### src/rtl/fpba_pkg.sv
`timescale 1ns / 1ps
package fpba_pkg;

	// Placement rule codes
	localparam logic [1:0] MODE_FIRST = 2'd0;
	localparam logic [1:0] MODE_BEST  = 2'd1;
	localparam logic [1:0] MODE_WORST = 2'd2;

	// Item command codes
	localparam logic CMD_LOAD  = 1'b0;
	localparam logic CMD_ALLOC = 1'b1;

	// Configuration register indexes
	localparam logic REG_FIT_MODE    = 1'b0;
	localparam logic REG_BLOCK_COUNT = 1'b1;

	localparam int MODE_W  = 2;
	localparam int COUNT_W = 5;
	localparam int INDEX_W = 4;
	localparam int VALUE_W = 16;

	typedef enum logic [1:0] {
		ST_IDLE,
		ST_SCAN,
		ST_WAIT,
		ST_FINISH
	} fpba_state_t;

	// Commands from controller to datapath
	typedef struct packed {
		logic load_wr;
		logic clear;
		logic issue;
		logic finish;
	} fpba_ctrl_t;

	// Status from datapath to controller
	typedef struct packed {
		logic limit_zero;
		logic last_issue;
	} fpba_stat_t;

endpackage

### src/rtl/fit_policy_block_allocator_unit.sv
// Sequence: a load is written at its accept edge and gives no result; an allocate clears
//   the pick, scans the searched blocks (limit) through the registered table read, waits
//   for the last entry, then finishes and registers its result strobe; at limit 0 it goes
//   straight to finish. Busy holds until finish, so no new item is taken before the result.
// Reset: arst_n clears the controller, the strobe and the mode/count registers;
//   the size table is not cleared. Results cannot be stalled by the receiver.
`timescale 1ns / 1ps
module fit_policy_block_allocator_unit #(
	parameter int NUM_BLOCKS = 16,
	parameter int SIZE_WIDTH = 16
) (
	input  logic                              clk,
	input  logic                              arst_n,
	input  logic                              cfg_wr_en,
	input  logic                              cfg_index,
	input  logic [fpba_pkg::COUNT_W-1:0]      cfg_wdata,
	input  logic                              start,
	output logic                              busy,
	input  logic                              command,
	input  logic [fpba_pkg::INDEX_W-1:0]      block_index,
	input  logic [fpba_pkg::VALUE_W-1:0]      size_value,
	output logic                              done,
	output logic                              granted,
	output logic [fpba_pkg::INDEX_W-1:0]      chosen_block
);
	import fpba_pkg::*;

	fpba_ctrl_t ctrl;
	fpba_stat_t stat;

	fpba_ctrl u_ctrl (
		.clk    (clk),
		.arst_n (arst_n),
		.start  (start),
		.command(command),
		.stat   (stat),
		.ctrl   (ctrl),
		.busy   (busy)
	);

	fpba_dpath #(
		.NUM_BLOCKS(NUM_BLOCKS),
		.SIZE_WIDTH(SIZE_WIDTH)
	) u_dpath (
		.clk         (clk),
		.arst_n      (arst_n),
		.cfg_wr_en   (cfg_wr_en),
		.cfg_index   (cfg_index),
		.cfg_wdata   (cfg_wdata),
		.block_index (block_index),
		.size_value  (size_value),
		.ctrl        (ctrl),
		.stat        (stat),
		.done        (done),
		.granted     (granted),
		.chosen_block(chosen_block)
	);

`ifndef SYNTHESIS
	// An accepted allocate keeps the block busy
	assert property (@(posedge clk) disable iff (!arst_n)
		(start && !busy && command == CMD_ALLOC) |=> busy)
		else $error("allocate accepted without going busy");

	// A result is a single-cycle strobe
	assert property (@(posedge clk) disable iff (!arst_n)
		done |=> !done)
		else $error("result strobe longer than one cycle");

	// A refused request reports block zero
	assert property (@(posedge clk) disable iff (!arst_n)
		(done && !granted) |-> (chosen_block == '0))
		else $error("refused request with nonzero block");

	// A result only follows the end of a search
	assert property (@(posedge clk) disable iff (!arst_n)
		done |-> $past(ctrl.finish))
		else $error("result without a finished search");
`endif

endmodule

### src/rtl/fpba_ram.sv
`timescale 1ns / 1ps
module fpba_ram #(
	parameter int WIDTH = 16,
	parameter int DEPTH = 16
) (
	input  logic                                             clk,
	input  logic                                             we,
	input  logic [((DEPTH > 1) ? $clog2(DEPTH) : 1)-1:0]     waddr,
	input  logic [WIDTH-1:0]                                 wdata,
	input  logic [((DEPTH > 1) ? $clog2(DEPTH) : 1)-1:0]     raddr,
	output logic [WIDTH-1:0]                                 rdata
);

	logic [WIDTH-1:0] mem_q [DEPTH];

	// Write port
	always_ff @(posedge clk) begin
		if (we) begin
			mem_q[waddr] <= wdata;
		end
	end

	// Registered read port
	always_ff @(posedge clk) begin
		rdata <= mem_q[raddr];
	end

endmodule

### src/rtl/fpba_ctrl.sv
`timescale 1ns / 1ps
module fpba_ctrl (
	input  logic                 clk,
	input  logic                 arst_n,
	input  logic                 start,
	input  logic                 command,
	input  fpba_pkg::fpba_stat_t stat,
	output fpba_pkg::fpba_ctrl_t ctrl,
	output logic                 busy
);
	import fpba_pkg::*;

	fpba_state_t state_q, state_nxt;

	// Hold state
	always_ff @(posedge clk or negedge arst_n) begin
		if (!arst_n) begin
			state_q <= ST_IDLE;
		end else begin
			state_q <= state_nxt;
		end
	end

	// Next state
	always_comb begin
		state_nxt = state_q;
		unique case (state_q)
			ST_IDLE: begin
				if (start && command == CMD_ALLOC) begin
					state_nxt = stat.limit_zero ? ST_FINISH : ST_SCAN;
				end
			end
			ST_SCAN: begin
				if (stat.last_issue) begin
					state_nxt = ST_WAIT;
				end
			end
			ST_WAIT:   state_nxt = ST_FINISH;
			ST_FINISH: state_nxt = ST_IDLE;
			default:   state_nxt = ST_IDLE;
		endcase
	end

	// Outputs
	always_comb begin
		ctrl = '0;
		busy = 1'b1;
		unique case (state_q)
			ST_IDLE: begin
				busy         = 1'b0;
				ctrl.load_wr = start && command == CMD_LOAD;
				ctrl.clear   = start && command == CMD_ALLOC;
			end
			ST_SCAN:   ctrl.issue  = 1'b1;
			ST_WAIT:   ctrl       = '0;
			ST_FINISH: ctrl.finish = 1'b1;
			default:   busy        = 1'b1;
		endcase
	end

endmodule

### src/rtl/fpba_dpath.sv
`timescale 1ns / 1ps
module fpba_dpath #(
	parameter int NUM_BLOCKS = 16,
	parameter int SIZE_WIDTH = 16
) (
	input  logic                                clk,
	input  logic                                arst_n,
	input  logic                                cfg_wr_en,
	input  logic                                cfg_index,
	input  logic [fpba_pkg::COUNT_W-1:0]        cfg_wdata,
	input  logic [fpba_pkg::INDEX_W-1:0]        block_index,
	input  logic [fpba_pkg::VALUE_W-1:0]        size_value,
	input  fpba_pkg::fpba_ctrl_t                ctrl,
	output fpba_pkg::fpba_stat_t                stat,
	output logic                                done,
	output logic                                granted,
	output logic [fpba_pkg::INDEX_W-1:0]        chosen_block
);
	import fpba_pkg::*;

	localparam int AW = (NUM_BLOCKS > 1) ? $clog2(NUM_BLOCKS) : 1;
	localparam int LW = $clog2(NUM_BLOCKS + 1);

	logic [MODE_W-1:0]     mode_q;
	logic [COUNT_W-1:0]    count_q;
	logic [LW-1:0]         limit;
	logic [SIZE_WIDTH-1:0] port_size;
	logic [SIZE_WIDTH-1:0] need_q;
	logic [AW-1:0]         cnt_q;
	logic                  rd_vld_s1;
	logic [AW-1:0]         rd_idx_s1;
	logic                  found_q;
	logic [AW-1:0]         best_idx_q;
	logic [SIZE_WIDTH-1:0] best_val_q;
	logic [SIZE_WIDTH-1:0] rdata;
	logic                  fits;
	logic                  take;
	logic                  load_ok;
	logic                  ram_we;
	logic [AW-1:0]         ram_waddr;
	logic [SIZE_WIDTH-1:0] ram_wdata;
	logic                  done_q;
	logic                  granted_q;
	logic [INDEX_W-1:0]    chosen_q;

	// Configuration registers
	always_ff @(posedge clk or negedge arst_n) begin
		if (!arst_n) begin
			mode_q  <= MODE_FIRST;
			count_q <= '0;
		end else if (cfg_wr_en) begin
			unique case (cfg_index)
				REG_FIT_MODE:    mode_q  <= cfg_wdata[MODE_W-1:0];
				REG_BLOCK_COUNT: count_q <= cfg_wdata;
				default:         mode_q  <= mode_q;
			endcase
		end
	end

	// Saturate the searched count at the table depth
	assign limit = (32'(count_q) > NUM_BLOCKS) ? LW'(NUM_BLOCKS) : LW'(count_q);
	assign stat.limit_zero = (limit == '0);
	assign stat.last_issue = (LW'(cnt_q) + LW'(1) == limit);

	// Keep only the low size bits
	assign port_size = SIZE_WIDTH'(size_value);
	assign load_ok   = ctrl.load_wr && (32'(block_index) < NUM_BLOCKS);

	// Scan address counter and read pipeline
	always_ff @(posedge clk or negedge arst_n) begin
		if (!arst_n) begin
			cnt_q     <= '0;
			rd_vld_s1 <= 1'b0;
		end else begin
			rd_vld_s1 <= ctrl.issue;
			if (ctrl.clear) begin
				cnt_q <= '0;
			end else if (ctrl.issue) begin
				cnt_q <= cnt_q + AW'(1);
			end
		end
	end

	always_ff @(posedge clk) begin
		rd_idx_s1 <= cnt_q;
		if (ctrl.clear) begin
			need_q <= port_size;
		end
	end

	// Decide whether the returning entry replaces the current pick
	assign fits = rd_vld_s1 && (rdata >= need_q);
	always_comb begin
		case (mode_q)
			MODE_BEST:  take = fits && (!found_q || rdata < best_val_q);
			MODE_WORST: take = fits && (!found_q || rdata > best_val_q);
			default:    take = fits && !found_q;
		endcase
	end

	// Track the pick
	always_ff @(posedge clk or negedge arst_n) begin
		if (!arst_n) begin
			found_q <= 1'b0;
		end else if (ctrl.clear) begin
			found_q <= 1'b0;
		end else if (take) begin
			found_q <= 1'b1;
		end
	end

	always_ff @(posedge clk) begin
		if (ctrl.clear) begin
			best_idx_q <= '0;
			best_val_q <= '0;
		end else if (take) begin
			best_idx_q <= rd_idx_s1;
			best_val_q <= rdata;
		end
	end

	// Table write: load, or shrink the picked block
	assign ram_we    = load_ok || (ctrl.finish && found_q);
	assign ram_waddr = ctrl.load_wr ? AW'(block_index) : best_idx_q;
	assign ram_wdata = ctrl.load_wr ? port_size : (best_val_q - need_q);

	fpba_ram #(
		.WIDTH(SIZE_WIDTH),
		.DEPTH(NUM_BLOCKS)
	) u_table (
		.clk  (clk),
		.we   (ram_we),
		.waddr(ram_waddr),
		.wdata(ram_wdata),
		.raddr(cnt_q),
		.rdata(rdata)
	);

	// Result register
	always_ff @(posedge clk or negedge arst_n) begin
		if (!arst_n) begin
			done_q <= 1'b0;
		end else begin
			done_q <= ctrl.finish;
		end
	end

	always_ff @(posedge clk) begin
		if (ctrl.finish) begin
			granted_q <= found_q;
			chosen_q  <= found_q ? INDEX_W'(best_idx_q) : '0;
		end
	end

	assign done         = done_q;
	assign granted      = granted_q;
	assign chosen_block = chosen_q;

endmodule

### config.mk
export PLATFORM = sky130hd
export DESIGN_NAME = fit_policy_block_allocator_unit
export DESIGN_NICKNAME = d
export VERILOG_FILES = /design/src/rtl/fpba_pkg.sv /design/src/rtl/fit_policy_block_allocator_unit.sv /design/src/rtl/fpba_ram.sv /design/src/rtl/fpba_ctrl.sv /design/src/rtl/fpba_dpath.sv
export SDC_FILE = /design/constraint.sdc
export NUM_CORES = 1
export LEC_CHECK = 0
export BUFFER_PORTS_ARGS = -buffer_cell sky130_fd_sc_hd__buf_2
export CORE_ASPECT_RATIO = 0.8
export CORE_MARGIN = 8
export CORE_UTILIZATION = 50
export CTS_CLUSTER_DIAMETER = 120
export DETAILED_ROUTE_END_ITERATION = 12
export PLACE_DENSITY = 0.69
export SKIP_LAST_GASP = 1
export SYNTH_ARGS = -nofsm -noshare
export SYNTH_HDL_FRONTEND = slang
export SYNTH_HIERARCHICAL = 1
export SYNTH_SLANG_ARGS = --single-unit
### constraint.sdc
create_clock -name clk -period 3.46 [get_ports clk]
set_input_delay 0.173 -clock clk [delete_from_list [all_inputs] [get_ports clk]]
set_output_delay 0.173 -clock clk [all_outputs]
set_load 0.05 [all_outputs]
Word level (Yosys, flattened, before mapping)
Memories as Yosys holds them, arrays and structs flattened. A register that Yosys moved wholly into a read port is not among the register bits.
Cells that the tools add are included.
{"block": "word_totals", "output_inout_bits": 7, "input_bits": 31, "elab_cells": 67, "memories": 1, "mem_bits_rw": 256, "reg_bits": 61}
{"block": "classes", "n_reduce_logical": 18, "eq_ne": 8, "add_sub_neg": 3, "magnitude_cmp": 4, "n_bitwise": 2, "n_mux": 18}
{"memory": "u_dpath.u_table.mem_q", "words": 16, "word_bits": 16, "rd": 1, "rd_clocked_by_memory_dff": 1, "wr": 1, "line": "fpba_ram.sv:14", "rtl": "logic [WIDTH-1:0] mem_q [DEPTH];"}
{"cell": "$ge 16x16->1", "count": 1}
{"cell": "$gt 16x16->1", "count": 1}
{"cell": "$lt 16x16->1", "count": 1}
{"cell": "$mux 16", "count": 1}
{"cell": "$sub 16x16->16", "count": 1}
{"cell": "$mux 4", "count": 3}
{"cell": "$mux 2", "count": 4}
{"cell": "$pmux 2 s4", "count": 1}
{"cell": "$logic_and 1x1->1", "count": 7}
{"cell": "$mux 1", "count": 7}
{"cell": "$eq 2x2->1 const B", "count": 3}
{"cell": "$reduce_and 2->1", "count": 3}
{"cell": "$add 4x1->5 const B", "count": 1}
{"cell": "$eq 5x5->1", "count": 1}
{"cell": "$gt 5x5->1 const B", "count": 1}
{"cell": "$logic_not 5->1", "count": 1}
{"cell": "$mux 5", "count": 1}
{"cell": "$add 4x1->4 const B", "count": 1}
{"cell": "$eq 2x1->1 const B", "count": 2}
{"cell": "$reduce_bool 2->1", "count": 2}
{"cell": "$logic_or 1x1->1", "count": 3}
{"cell": "$logic_not 2->1", "count": 1}
{"cell": "$ne 2x1->1 const B", "count": 1}
{"cell": "$ne 2x2->1 const B", "count": 1}
{"cell": "other kinds (3)", "count": 4}

Logic depth before layout (Yosys ltp)
Gate-level depths: netlist of the first run.
{"block": "logic_depth", "depth_word": 6, "ltp_mapped": 10, "mapped_depth_nobuf": 9}

Cells and area by module
The synthesis of the first run kept the hierarchy.
{"mod": "fpba_ram", "seq_area_each_um2": 8007.7, "area_each_um2": 10043.4, "n_inst": 1, "cells_each": 432}
{"mod": "fpba_dpath", "seq_area_each_um2": 1461.4, "area_each_um2": 4103.9, "n_inst": 1, "cells_each": 431}
{"mod": "fpba_ctrl", "seq_area_each_um2": 50.0, "area_each_um2": 193.9, "n_inst": 1, "cells_each": 20}

Worst setup path after synthesis of the first run
No wires, ideal clock.
{"block": "synth_path", "kind": "register to register", "start": "reg u_ctrl.state_q[0]", "end": "mem u_dpath.u_table.mem_q[0][0], enable pin", "setup_slack_ns": -0.277, "stages_incl_launch_ff": 9, "t_arrival_ns": 3.328, "n_path_buf": 1, "required_ns": 3.051, "setup_ns": 0.409, "synth_period_minus_slack_ns": 3.737, "path_cell_list": "dfrtp_1 inv_1 ha_1 nand2_1 nor2_1 clkbuf_1 mux2_2 or3b_2 nor3_1"}
{"item": "from (decl)", "line": "fpba_ctrl.sv:13", "rtl": "fpba_state_t state_q, state_nxt;"}
{"item": "from (signal assigned)", "line": "fpba_ctrl.sv:20", "rtl": "state_q <= state_nxt;"}
{"item": "to (decl)", "line": "fpba_ram.sv:14"}

==> results of run 1 <==
==> power groups by stage <==
stage                     clock (uW)  sequential (uW)  combinational (uW)
after floorplan                    0             5800                3210
after global placement             0             5850                4690
after CTS                       3450             5770                4820
after detailed placement           0             5850                4780
after global routing            3600             5830                5260
final                           3380             5780                4840
==> per-stage QoR <==
stage | utilization (%) | instance area [sq um] | cells
5_1_grt | 58.5 | 16500 | 1382
3_3_place_gp | 54.1 | 15300 | 1300
3_5_place_dp | 54.1 | 15300 | 1300
6_report | 58.5 | 16500 | 1382
4_1_cts | 58.5 | 16500 | 1382
2_1_floorplan | - | 14300 | 883
==> worst min-delay path by stage <==
| stage | slack (ns) | to |
|---|---|---|
| 2_1_floorplan | -0.12 | u_ctrl/state_q[0] |
| 3_5_place_dp | 0.12 | u_dpath/count_q[4] |
| 4_1_cts | 0.001 | u_ctrl/state_q[1] |
| 5_1_grt | 0.04 | u_ctrl/state_q[1] |
| 6_report | 0.03 | u_ctrl/state_q[1] |
| 3_3_place_gp | 0.11 | u_dpath/count_q[3] |
==> per-layer routing <==
metal  vias to the layer above  track usage [%]  part of all wire, %
met1                      4123             27.4                   47
li1                       3652                -                    -
met5                         -                0                    0
met2                       237             27.5                   45
met3                        37             3.01                  5.8
met4                         0             3.51                  1.6
==> cells by family after synthesis <==
group / count (synthesis)
flops: 333
simple gates: 172
compound gates: 128
mux: 100
buf+inv: 80
fa+ha+maj: 55
xor+xnor: 15
==> repair_timing <==
action,in CTS,in global routing
setup endpoints to repair,0,0
hold buffers,24,0
setup buffers,0,0
endpoints found under the hold margin,39,0
==> area by class of cell <==
cell class / instances / area share (%)
Clock buffer: 38 / 4.85
Clock inverter: 20 / 1.25
Inverter: 48 / 1.09
Multi-Input combinational cell: 470 / 27.4
Sequential cell: 333 / 57.6
Tap cell: 370 / 2.80
Timing Repair Buffer: 103 / 5.08
==> state kept, by name, indices dropped and copies added, names as in the netlist <==
register               flops
u_dpath/u_table/mem_q    256
u_dpath/best_val_q        16
u_dpath/need_q            16
u_dpath/u_table/rdata     16
u_dpath/count_q            5
u_dpath/best_idx_q         4
u_dpath/chosen_block       4
u_dpath/cnt_q              4
u_dpath/rd_idx_s1          4
u_ctrl/state_q             2
u_dpath/mode_q             2
u_dpath/done               1
u_dpath/found_q            1
u_dpath/granted            1
u_dpath/rd_vld_s1          1
==> synth_stat cells, types with 8 or more instances <==
library cell	n
a21o_1	9
a21oi_1	24
a22oi_1	32
clkbuf_1	17
dfrtp_1	16
dfxtp_1	40
edfxtp_1	277
ha_1	54
inv_1	47
mux2_2	11
mux2i_1	25
mux4_1	10
mux4_2	54
nand2_1	48
nand2b_1	45
nand3_1	8
nor2_1	30
o211ai_1	8
o21ai_0	20
xnor2_1	9
==> critical path: stages (launching register included) <==
cell	delay, ns
dfrtp_1	0.40
inv_1	0.13
ha_1	0.23
nand2_1	0.08
nor2_2	0.29
mux2_2	0.41
or3b_2	0.56
nor3_2	0.13
buf_4	0.28
==> placed cells by master, fill, tap and decap left out, types with 32 or more instances in the layout <==
cell type  netlist  routed
ha_1            54      54
mux4_2          54      54
buf_2            3      37
edfxtp_1       277     277
inv_1           47      47
buf_4            3      34
a22oi_1         32      32
dfxtp_1         40      40
nand2_1         48      48
nand2b_1        45      45
==> flow_summary.json, run 1 <==
{
  "syn-num-nets": 969,
  "clk_latency_ns": 0.58,
  "max_freq_ghz": 0.352,
  "grt_max_degree": 68,
  "setup_ws_ns": 0.617,
  "peakVddDrop_mv": 0.811,
  "grt.overflow.total": 0,
  "r2r_slack_ns": 0.62,
  "synth_seq_cells": 333,
  "grt_pass1_vias": 8119,
  "grt_pass1_wl_mm": 48.1,
  "hold_viol": 0,
  "r2r-end": "u_dpath/u_table/mem_q[0][12]",
  "yosys.area_share.adder_pct": 4.85,
  "synth.avg_cell_area_sq_um": 16.2,
  "internal_power_uw": 9250,
  "min_delay_path_depth": 4,
  "nFillCells": 2096,
  "yosys-mux-area-fraction_pct": 12.9,
  "hp-start": "command",
  "seq_power_share_pct": 41.3,
  "avgViaCountPerCell": 5.82,
  "finClkSkew_ns": 0.0134,
  "diodes": 0,
  "synth_top_area_cell": "edfxtp_1",
  "antenna_found_initial": 0,
  "combinationalPowerShare_pct": 34.6,
  "rr_worst_depth": 8,
  "startpoint": "u_ctrl/state_q[0]",
  "ys_top_cells_by_area": "edfxtp_1 58%, mux4_2 8.5%, dfxtp_1 5.6%",
  "portBuffers": 37,
  "place_hpwl_mm": 20.3,
  "seqCellArea_sq_um": 9520,
  "synthXorXnorAreaFrac_pct": 0.916,
  "nets": 1073,
  "arrival_ns": 3.10,
  "endpoint": "u_dpath/u_table/mem_q[0][12]",
  "cts_buffers": 31,
  "drive_gt1_share_pct": 22.0,
  "r2r-start": "u_ctrl/state_q[0]",
  "area.growth.synth_to_final_pct": 15.4,
  "worstPathRequired_ns": 3.72,
  "multiInputGateArea_sq_um": 4530,
  "synth_top_family_by_area": "multiplexers",
  "synth_compound_area_share_pct": 6.09,
  "dr_total_vias": 8049,
  "drc": 0,
  "worst-path-max-fanout": 16,
  "p_sw_share_pct": 33.9,
  "io_pins": 38,
  "rows": 55,
  "yosys.area_share.simple_pct": 6.33,
  "hold_ws_ns": 0.0270,
  "finalSetupViolations": 0,
  "fin_crit_ns": 2.84,
  "tightest_slew_ns": 1.18,
  "synthFlopType": "edfxtp_1",
  "cts-resized-gates": 0,
  "cts.sinks": 333,
  "outcome": "finished, final reports clean",
  "power_uw": 14000,
  "p_per_area_nw_per_um2": 846,
  "p_switching_uw": 4750,
  "maxCapViolations": 0,
  "p_leak_uw": 0.00584,
  "cts_max_level": 1,
  "die_y_microns": 167,
  "cts_max_path_buffers": 3,
  "fp.dieArea_sq_um": 34400,
  "ys_seq_area_share_pct": 66.4,
  "dp_slack_ns": 0.642,
  "end_kind": "register",
  "gp_congestion": 0.896,
  "clkTransAtPathRegs_ns": 0.06,
  "clockPowerShare_pct": 24.1,
  "start_util_pct": 50.7,
  "slew_violations": 0,
  "netlist.area_leader.share_pct": 58.0,
  "min_path_type": "in -> reg",
  "initialDrtViolationCount": 662,
  "wl_per_cell_microns": 22.5,
  "syn_area_sq_um": 14300,
  "root_buffer": "clkbuf_16",
  "ys_async_sr_fraction_pct": 4.80,
  "die_w_microns": 205,
  "cts_tree": "done",
  "worstSetupPathType": "reg -> reg",
  "synth-edff-count": 277,
  "core_sq_um": 28300,
  "finalSetupTns_ns": 0,
  "syn_inst": 883,
  "first_pass_iters": 7,
  "yosysUniqueCellTypes": 66,
  "min_period_over_period_pct": 82.2,
  "rsz0062_at_grt": "no",
  "cp-start-kind": "register",
  "drt.antenna.violating_nets": 0,
  "slew_headroom_pct": 21.6,
  "wirelength_mm": 31.0,
  "ys_warn_count": 6,
  "track_usage_pct": 18.1
}
Note: power is estimated with default switching activity, not from simulation.
==> inputs of run 2 (changes only) <==
==> constraint.sdc (replaced) <==
create_clock -name clk -period 2.47 [get_ports clk]
set_input_delay 0.1235 -clock clk [delete_from_list [all_inputs] [get_ports clk]]
set_output_delay 0.1235 -clock clk [all_outputs]
set_load 0.05 [all_outputs]
==> flow_summary.json, run 2 (synthesis gave the netlist of run 1 again) <==
{
  "cts_max_level": 1,
  "cp-start-kind": "register",
  "cts_max_path_buffers": 3,
  "peakVddDrop_mv": 0.811,
  "startpoint": "u_dpath/need_q[0]",
  "cts_tree": "done",
  "slew_violations": 0,
  "worstPathRequired_ns": 2.79,
  "r2r-end": "u_dpath/u_table/mem_q[11][12]",
  "min_path_type": "in -> reg",
  "r2r-start": "u_dpath/need_q[0]",
  "grt.overflow.total": 0,
  "die_w_microns": 205,
  "cpMaxStageDelayCell": "edfxtp_1",
  "finalSetupTns_ns": -4.28,
  "first_pass_iters": 5,
  "largest_reg_flops": 256,
  "postPlaceCellArea_sq_um": 15900,
  "stdcell_count": 1441,
  "worstPathCellList": "ha_2, fa_2, nor2b_2, o21ai_2, a21oi_2, o211ai_1, buf_4, a2111oi_4, a221oi_4, buf_12",
  "multiInputGateArea_sq_um": 4780,
  "regMostFlops": "u_dpath/u_table/mem_q",
  "finClkSkew_ns": 0.0199,
  "met3_usage_pct": 4.05,
  "cts_buffers": 31,
  "grt_pass1_vias": 8452,
  "setup_ws_ns": -0.125,
  "worst-path-max-fanout": 16,
  "die_y_microns": 167,
  "grt_max_degree": 67,
  "cts.sinks": 333,
  "fin_crit_ns": 2.60,
  "place_hpwl_mm": 21.6,
  "core_sq_um": 28300,
  "r2r_slack_ns": -0.13,
  "max_stage_delay_ns": 0.41,
  "tightest_slew_ns": 0.740,
  "wl_per_cell_microns": 23.6,
  "avgViaCountPerCell": 5.80,
  "dr_total_vias": 8362,
  "critical_path_buf_inv_count": 2,
  "p_leak_uw": 0.00630,
  "max_freq_ghz": 0.385,
  "use_met2_pct": 30.5,
  "hold_viol": 0,
  "final_cell_mix": "277 x edfxtp_1, 68 x buf_4, 54 x mux4_2",
  "drc": 0,
  "area.growth.synth_to_final_pct": 23.3,
  "track_usage_pct": 19.8,
  "design_area_sq_um": 17700,
  "drt.antenna.violating_nets": 0,
  "p_per_area_nw_per_um2": 1200,
  "rows": 55,
  "clkTransAtPathRegs_ns": 0.07,
  "io_pins": 38,
  "gp_congestion": 0.848,
  "portBuffers": 37,
  "dp.cells": 1341,
  "initialDrtViolationCount": 816,
  "grtUsageMet1_pct": 28.7,
  "diodes": 0,
  "worstSetupPathType": "reg -> reg",
  "rsz0062_at_grt": "yes",
  "start_util_pct": 50.7,
  "busiest_layer": "met2",
  "rr_worst_depth": 10,
  "finalSetupViolations": 75,
  "fp.dieArea_sq_um": 34400,
  "slew_headroom_pct": 50.2,
  "drive_gt1_share_pct": 28.6,
  "violations": "setup timing",
  "maxCapViolations": 0,
  "clk_latency_ns": 0.58,
  "critical-path-top-delay-family": "compound AO/OA/AOI/OAI gates",
  "outcome": "finished with violations",
  "crit_cells": 10,
  "min_period_over_period_pct": 105,
  "end_kind": "register",
  "nFillCells": 1985,
  "grt_pass1_wl_mm": 51.7,
  "wirelength_mm": 34.0,
  "arrival_ns": 2.92,
  "endpoint": "u_dpath/u_table/mem_q[11][12]",
  "antenna_found_initial": 0,
  "nets": 1132,
  "final_common_cell": "edfxtp_1",
  "seqCellArea_sq_um": 9530,
  "root_buffer": "clkbuf_16"
}
-- run 2: through the flow --
| stage | worst slack [ns] | util, % | hold slack (ns) | power, uW |
|---|---|---|---|---|
| after floorplan | -0.191 | - | -0.172 | 12800 |
| after global placement | -0.429 | 56.3 | 0.0740 | 15100 |
| after detailed placement | -0.497 | 56.3 | 0.0796 | 15300 |
| final | -0.125 | 62.5 | 0.0650 | 21200 |
| after CTS | -0.0631 | 62.4 | 0.0332 | 21300 |
| after global routing | -0.190 | 62.5 | 0.0706 | 22200 |
-- run 2: report_power, final --
part	internal, uW	switching [uW]	total, uW	leakage, uW
sequential	7620	444	8060	0.00302
combinational	3390	4270	7660	0.00271
clock	3400	2120	5520	0.000569
-- run 2: worst register-to-register path, stage by stage, from the launching register on --
cell	delay (ns)
edfxtp_1	0.41
ha_2	0.23
fa_2	0.37
nor2b_2	0.14
o21ai_2	0.07
a21oi_2	0.19
o211ai_1	0.15
buf_4	0.21
a2111oi_4	0.34
a221oi_4	0.07
buf_12	0.17
-- run 2: worst min path at each step --
stage	cells past startpoint	startpoint	endpoint	slack, ns
final	3	cfg_wr_en	u_dpath/count_q[2]	0.07
after global routing	3	cfg_wr_en	u_dpath/mode_q[1]	0.07
after floorplan	0	arst_n	u_ctrl/state_q[0]	-0.17
after detailed placement	1	arst_n	u_ctrl/state_q[0]	0.08
after global placement	1	arst_n	u_ctrl/state_q[1]	0.07
after CTS	3	cfg_wr_en	u_dpath/mode_q[1]	0.03
-- run 2: timing repair --
action	in CTS	in global routing
gates resized for setup	22	2
cloned	1	0
pin swaps	9	2
hold buffers	29	0
endpoints found under the setup margin	200	376
endpoints found under the hold margin	41	0
buffers inserted	9	4
-- run 2: layout make-up --
type / instances / share of cell area (%)
Clock buffer: 39 / 4.84
Clock inverter: 19 / 1.92
Inverter: 48 / 1.02
Multi-Input combinational cell: 470 / 27.0
Sequential cell: 333 / 53.8
Tap cell: 370 / 2.62
Timing Repair Buffer: 162 / 8.71
-- run 2: layer usage --
metal / routed length, microns / vias up / share of wire [%]
met3: 2540 / 59 / 7.5
met5: 0 / - / 0
li1: - / 3762 / -
met2: 15700 / 299 / 46
met4: 763 / 0 / 2.2
met1: 15000 / 4242 / 44
==> inputs of run 3 (changes only) <==
--- a/config.mk
+++ b/config.mk
@@ -11,7 +11,7 @@
 export CORE_UTILIZATION = 50
 export CTS_CLUSTER_DIAMETER = 120
 export DETAILED_ROUTE_END_ITERATION = 12
-export PLACE_DENSITY = 0.69
+export PLACE_DENSITY = 0.73
 export SKIP_LAST_GASP = 1
 export SYNTH_ARGS = -nofsm -noshare
 export SYNTH_HDL_FRONTEND = slang
==> constraint.sdc (replaced) <==
create_clock -name clk -period 3.08 [get_ports clk]
set_input_delay 0.154 -clock clk [delete_from_list [all_inputs] [get_ports clk]]
set_output_delay 0.154 -clock clk [all_outputs]
set_load 0.05 [all_outputs]
==> flow_summary.json, run 3 (synthesis gave the netlist of run 1 again) <==
{
  "outcome": "finished, final reports clean",
  "rr_worst_depth": 8,
  "drc": 0,
  "tightest_slew_ns": 0.911,
  "setup_ws_ns": 0.208,
  "drt.antenna.violating_nets": 0,
  "nets": 1085,
  "seq_power_share_pct": 41.4,
  "max_stage_delay_ns": 0.56,
  "die_y_microns": 167,
  "worstPathCellList": "inv_1, ha_1, nand2_1, nor2_2, mux2_2, or3b_2, nor2_1, buf_4",
  "grt_pass1_wl_mm": 48.2,
  "min_period_over_period_pct": 93.3,
  "hp-start": "command",
  "peakVddDrop_mv": 1.06,
  "start_util_pct": 50.7,
  "hold_viol": 0,
  "final_cell_mix": "277 x edfxtp_1, 54 x ha_1, 54 x mux4_2",
  "p_switching_uw": 5300,
  "min_delay_path_depth": 4,
  "final_common_cell": "edfxtp_1",
  "holdPathEnd": "u_ctrl/state_q[1]",
  "end_kind": "register",
  "dp_slack_ns": 0.252,
  "clkTransAtPathRegs_ns": 0.06,
  "worst-path-max-fanout": 16,
  "nFillCells": 2096,
  "r2r_slack_ns": 0.21,
  "rows": 55,
  "track_usage_pct": 18.2,
  "diodes": 0,
  "worstSetupPathType": "reg -> reg",
  "slew_violations": 0,
  "arrival_ns": 3.13,
  "slew_headroom_pct": 39.3,
  "initialDrtViolationCount": 835,
  "cp-start-kind": "register",
  "die_w_microns": 205,
  "grt_max_degree": 67,
  "area.growth.synth_to_final_pct": 15.6,
  "max_freq_ghz": 0.348,
  "final_util_pct": 58.6,
  "cpMaxStageDelayCell": "or3b_2",
  "design_area_sq_um": 16600,
  "min_path_type": "in -> reg",
  "r2r-start": "u_ctrl/state_q[0]",
  "dr_total_vias": 8031,
  "largest_reg_flops": 256,
  "rsz0062_at_grt": "no",
  "clk_latency_ns": 0.57,
  "wirelength_mm": 31.1,
  "p_leak_uw": 0.00590,
  "first_pass_iters": 5,
  "wl_per_cell_microns": 22.3,
  "cts_tree": "done",
  "cts_buffers": 30,
  "portBuffers": 37,
  "p_sw_share_pct": 33.4,
  "root_buffer": "clkbuf_16",
  "worstPathRequired_ns": 3.33,
  "postCtsSetupRepairBufs": 0,
  "grt_pass1_vias": 7998,
  "hold_ws_ns": 0.0207,
  "avgViaCountPerCell": 5.77,
  "drive_gt1_share_pct": 21.4,
  "cts_max_level": 1,
  "internal_power_uw": 10500,
  "place_hpwl_mm": 21.1,
  "cts.sinks": 333,
  "core_sq_um": 28300,
  "io_pins": 38,
  "gp_congestion": 0.855,
  "fp.dieArea_sq_um": 34400,
  "r2r-end": "u_dpath/u_table/mem_q[3][15]",
  "combinationalPowerShare_pct": 34.2,
  "p_per_area_nw_per_um2": 956,
  "finalSetupViolations": 0,
  "antenna_found_initial": 0,
  "fin_crit_ns": 2.87,
  "clockPowerShare_pct": 24.4,
  "postPlaceCellArea_sq_um": 15300,
  "finClkSkew_ns": 0.0130,
  "cts_max_path_buffers": 3,
  "maxCapViolations": 0,
  "regMostFlops": "u_dpath/u_table/mem_q",
  "grt.overflow.total": 0
}
## run 3: cell types whose count changed in the layout (fill, tap and decap cells not counted), sizes merged, moves of 3 or more
cell | before | now
clkbuf | 39 | 36
buf | 132 | 91
bufinv | 9 | 5
dlygate4sd3 | 29 | 25
clkinv | 6 | 14
clkinvlp | 4 | 1
## run 3: cell type report
type | instances | area (sq um) | area share (%)
flip-flops and latches | 333 | 9520 | 57.5
multi-input cells | 470 | 4500 | 27.2
repair buffers | 116 | 878 | 5.30
clock buffers | 36 | 773 | 4.66
well taps | 370 | 463 | 2.79
clock inverters | 19 | 254 | 1.53
inverters | 48 | 180 | 1.09
## run 3: stage by stage
stage / setup TNS (ns) / instances / total power (uW)
floorplan: -11.36 / 883 / 10100
global placement: 0 / 1312 / 11900
detailed placement: 0 / 1312 / 12000
CTS: 0 / 1392 / 15900
global route: 0 / 1392 / 16600
finish: 0 / 1392 / 15800
## run 3: what timing repair did
action                                 4_1_cts  5_1_grt
hold buffers                                25        0
endpoints found under the hold margin       39        0
gates resized for setup                      0        1
setup endpoints to repair                    0       16
## run 3: worst max-delay path: cells and delay by family, from the launching register on
family	cells	cell delay, ns
and+or+nand+nor	4	1.09
muxes	1	0.42
buffers and inverters	2	0.40
DFF	1	0.39
adders and majority gates	1	0.24
## run 3: power by group through the flow
stage | Combinational (uW) | Clock [uW] | Sequential (uW)
2_1_floorplan | 3620 | 0 | 6510
6_report | 5410 | 3870 | 6570
5_1_grt | 5910 | 4120 | 6620
3_5_place_dp | 5340 | 0 | 6650
3_3_place_gp | 5260 | 0 | 6640
4_1_cts | 5400 | 3930 | 6560
## run 3: worst max path at each step
stage / startpoint / end / slack (ns) / cells after the start
6_report: u_ctrl/state_q[0] / u_dpath/u_table/mem_q[3][15] / 0.21 / 8
4_1_cts: u_ctrl/state_q[1] / u_dpath/u_table/mem_q[3][13] / 0.24 / 8
3_5_place_dp: u_ctrl/state_q[1] / u_dpath/u_table/mem_q[3][11] / 0.25 / 8
5_1_grt: u_dpath/need_q[0] / u_dpath/u_table/mem_q[9][12] / 0.05 / 9
3_3_place_gp: u_ctrl/state_q[0] / u_dpath/u_table/mem_q[3][11] / 0.30 / 8
2_1_floorplan: u_ctrl/state_q[0] / u_dpath/u_table/mem_q[1][0] / -0.24 / 8
## run 3: layer usage
layer  up-vias  share of wire, %  global-route usage [%]  wire, microns
met4         0               1.5                    3.35            481
li1       3669                 -                       -              -
met2       287                44                    26.5          13700
met1      4038                47                    28.5          14600
met3        37               7.4                    3.22           2310
met5         -                 0                       0              0
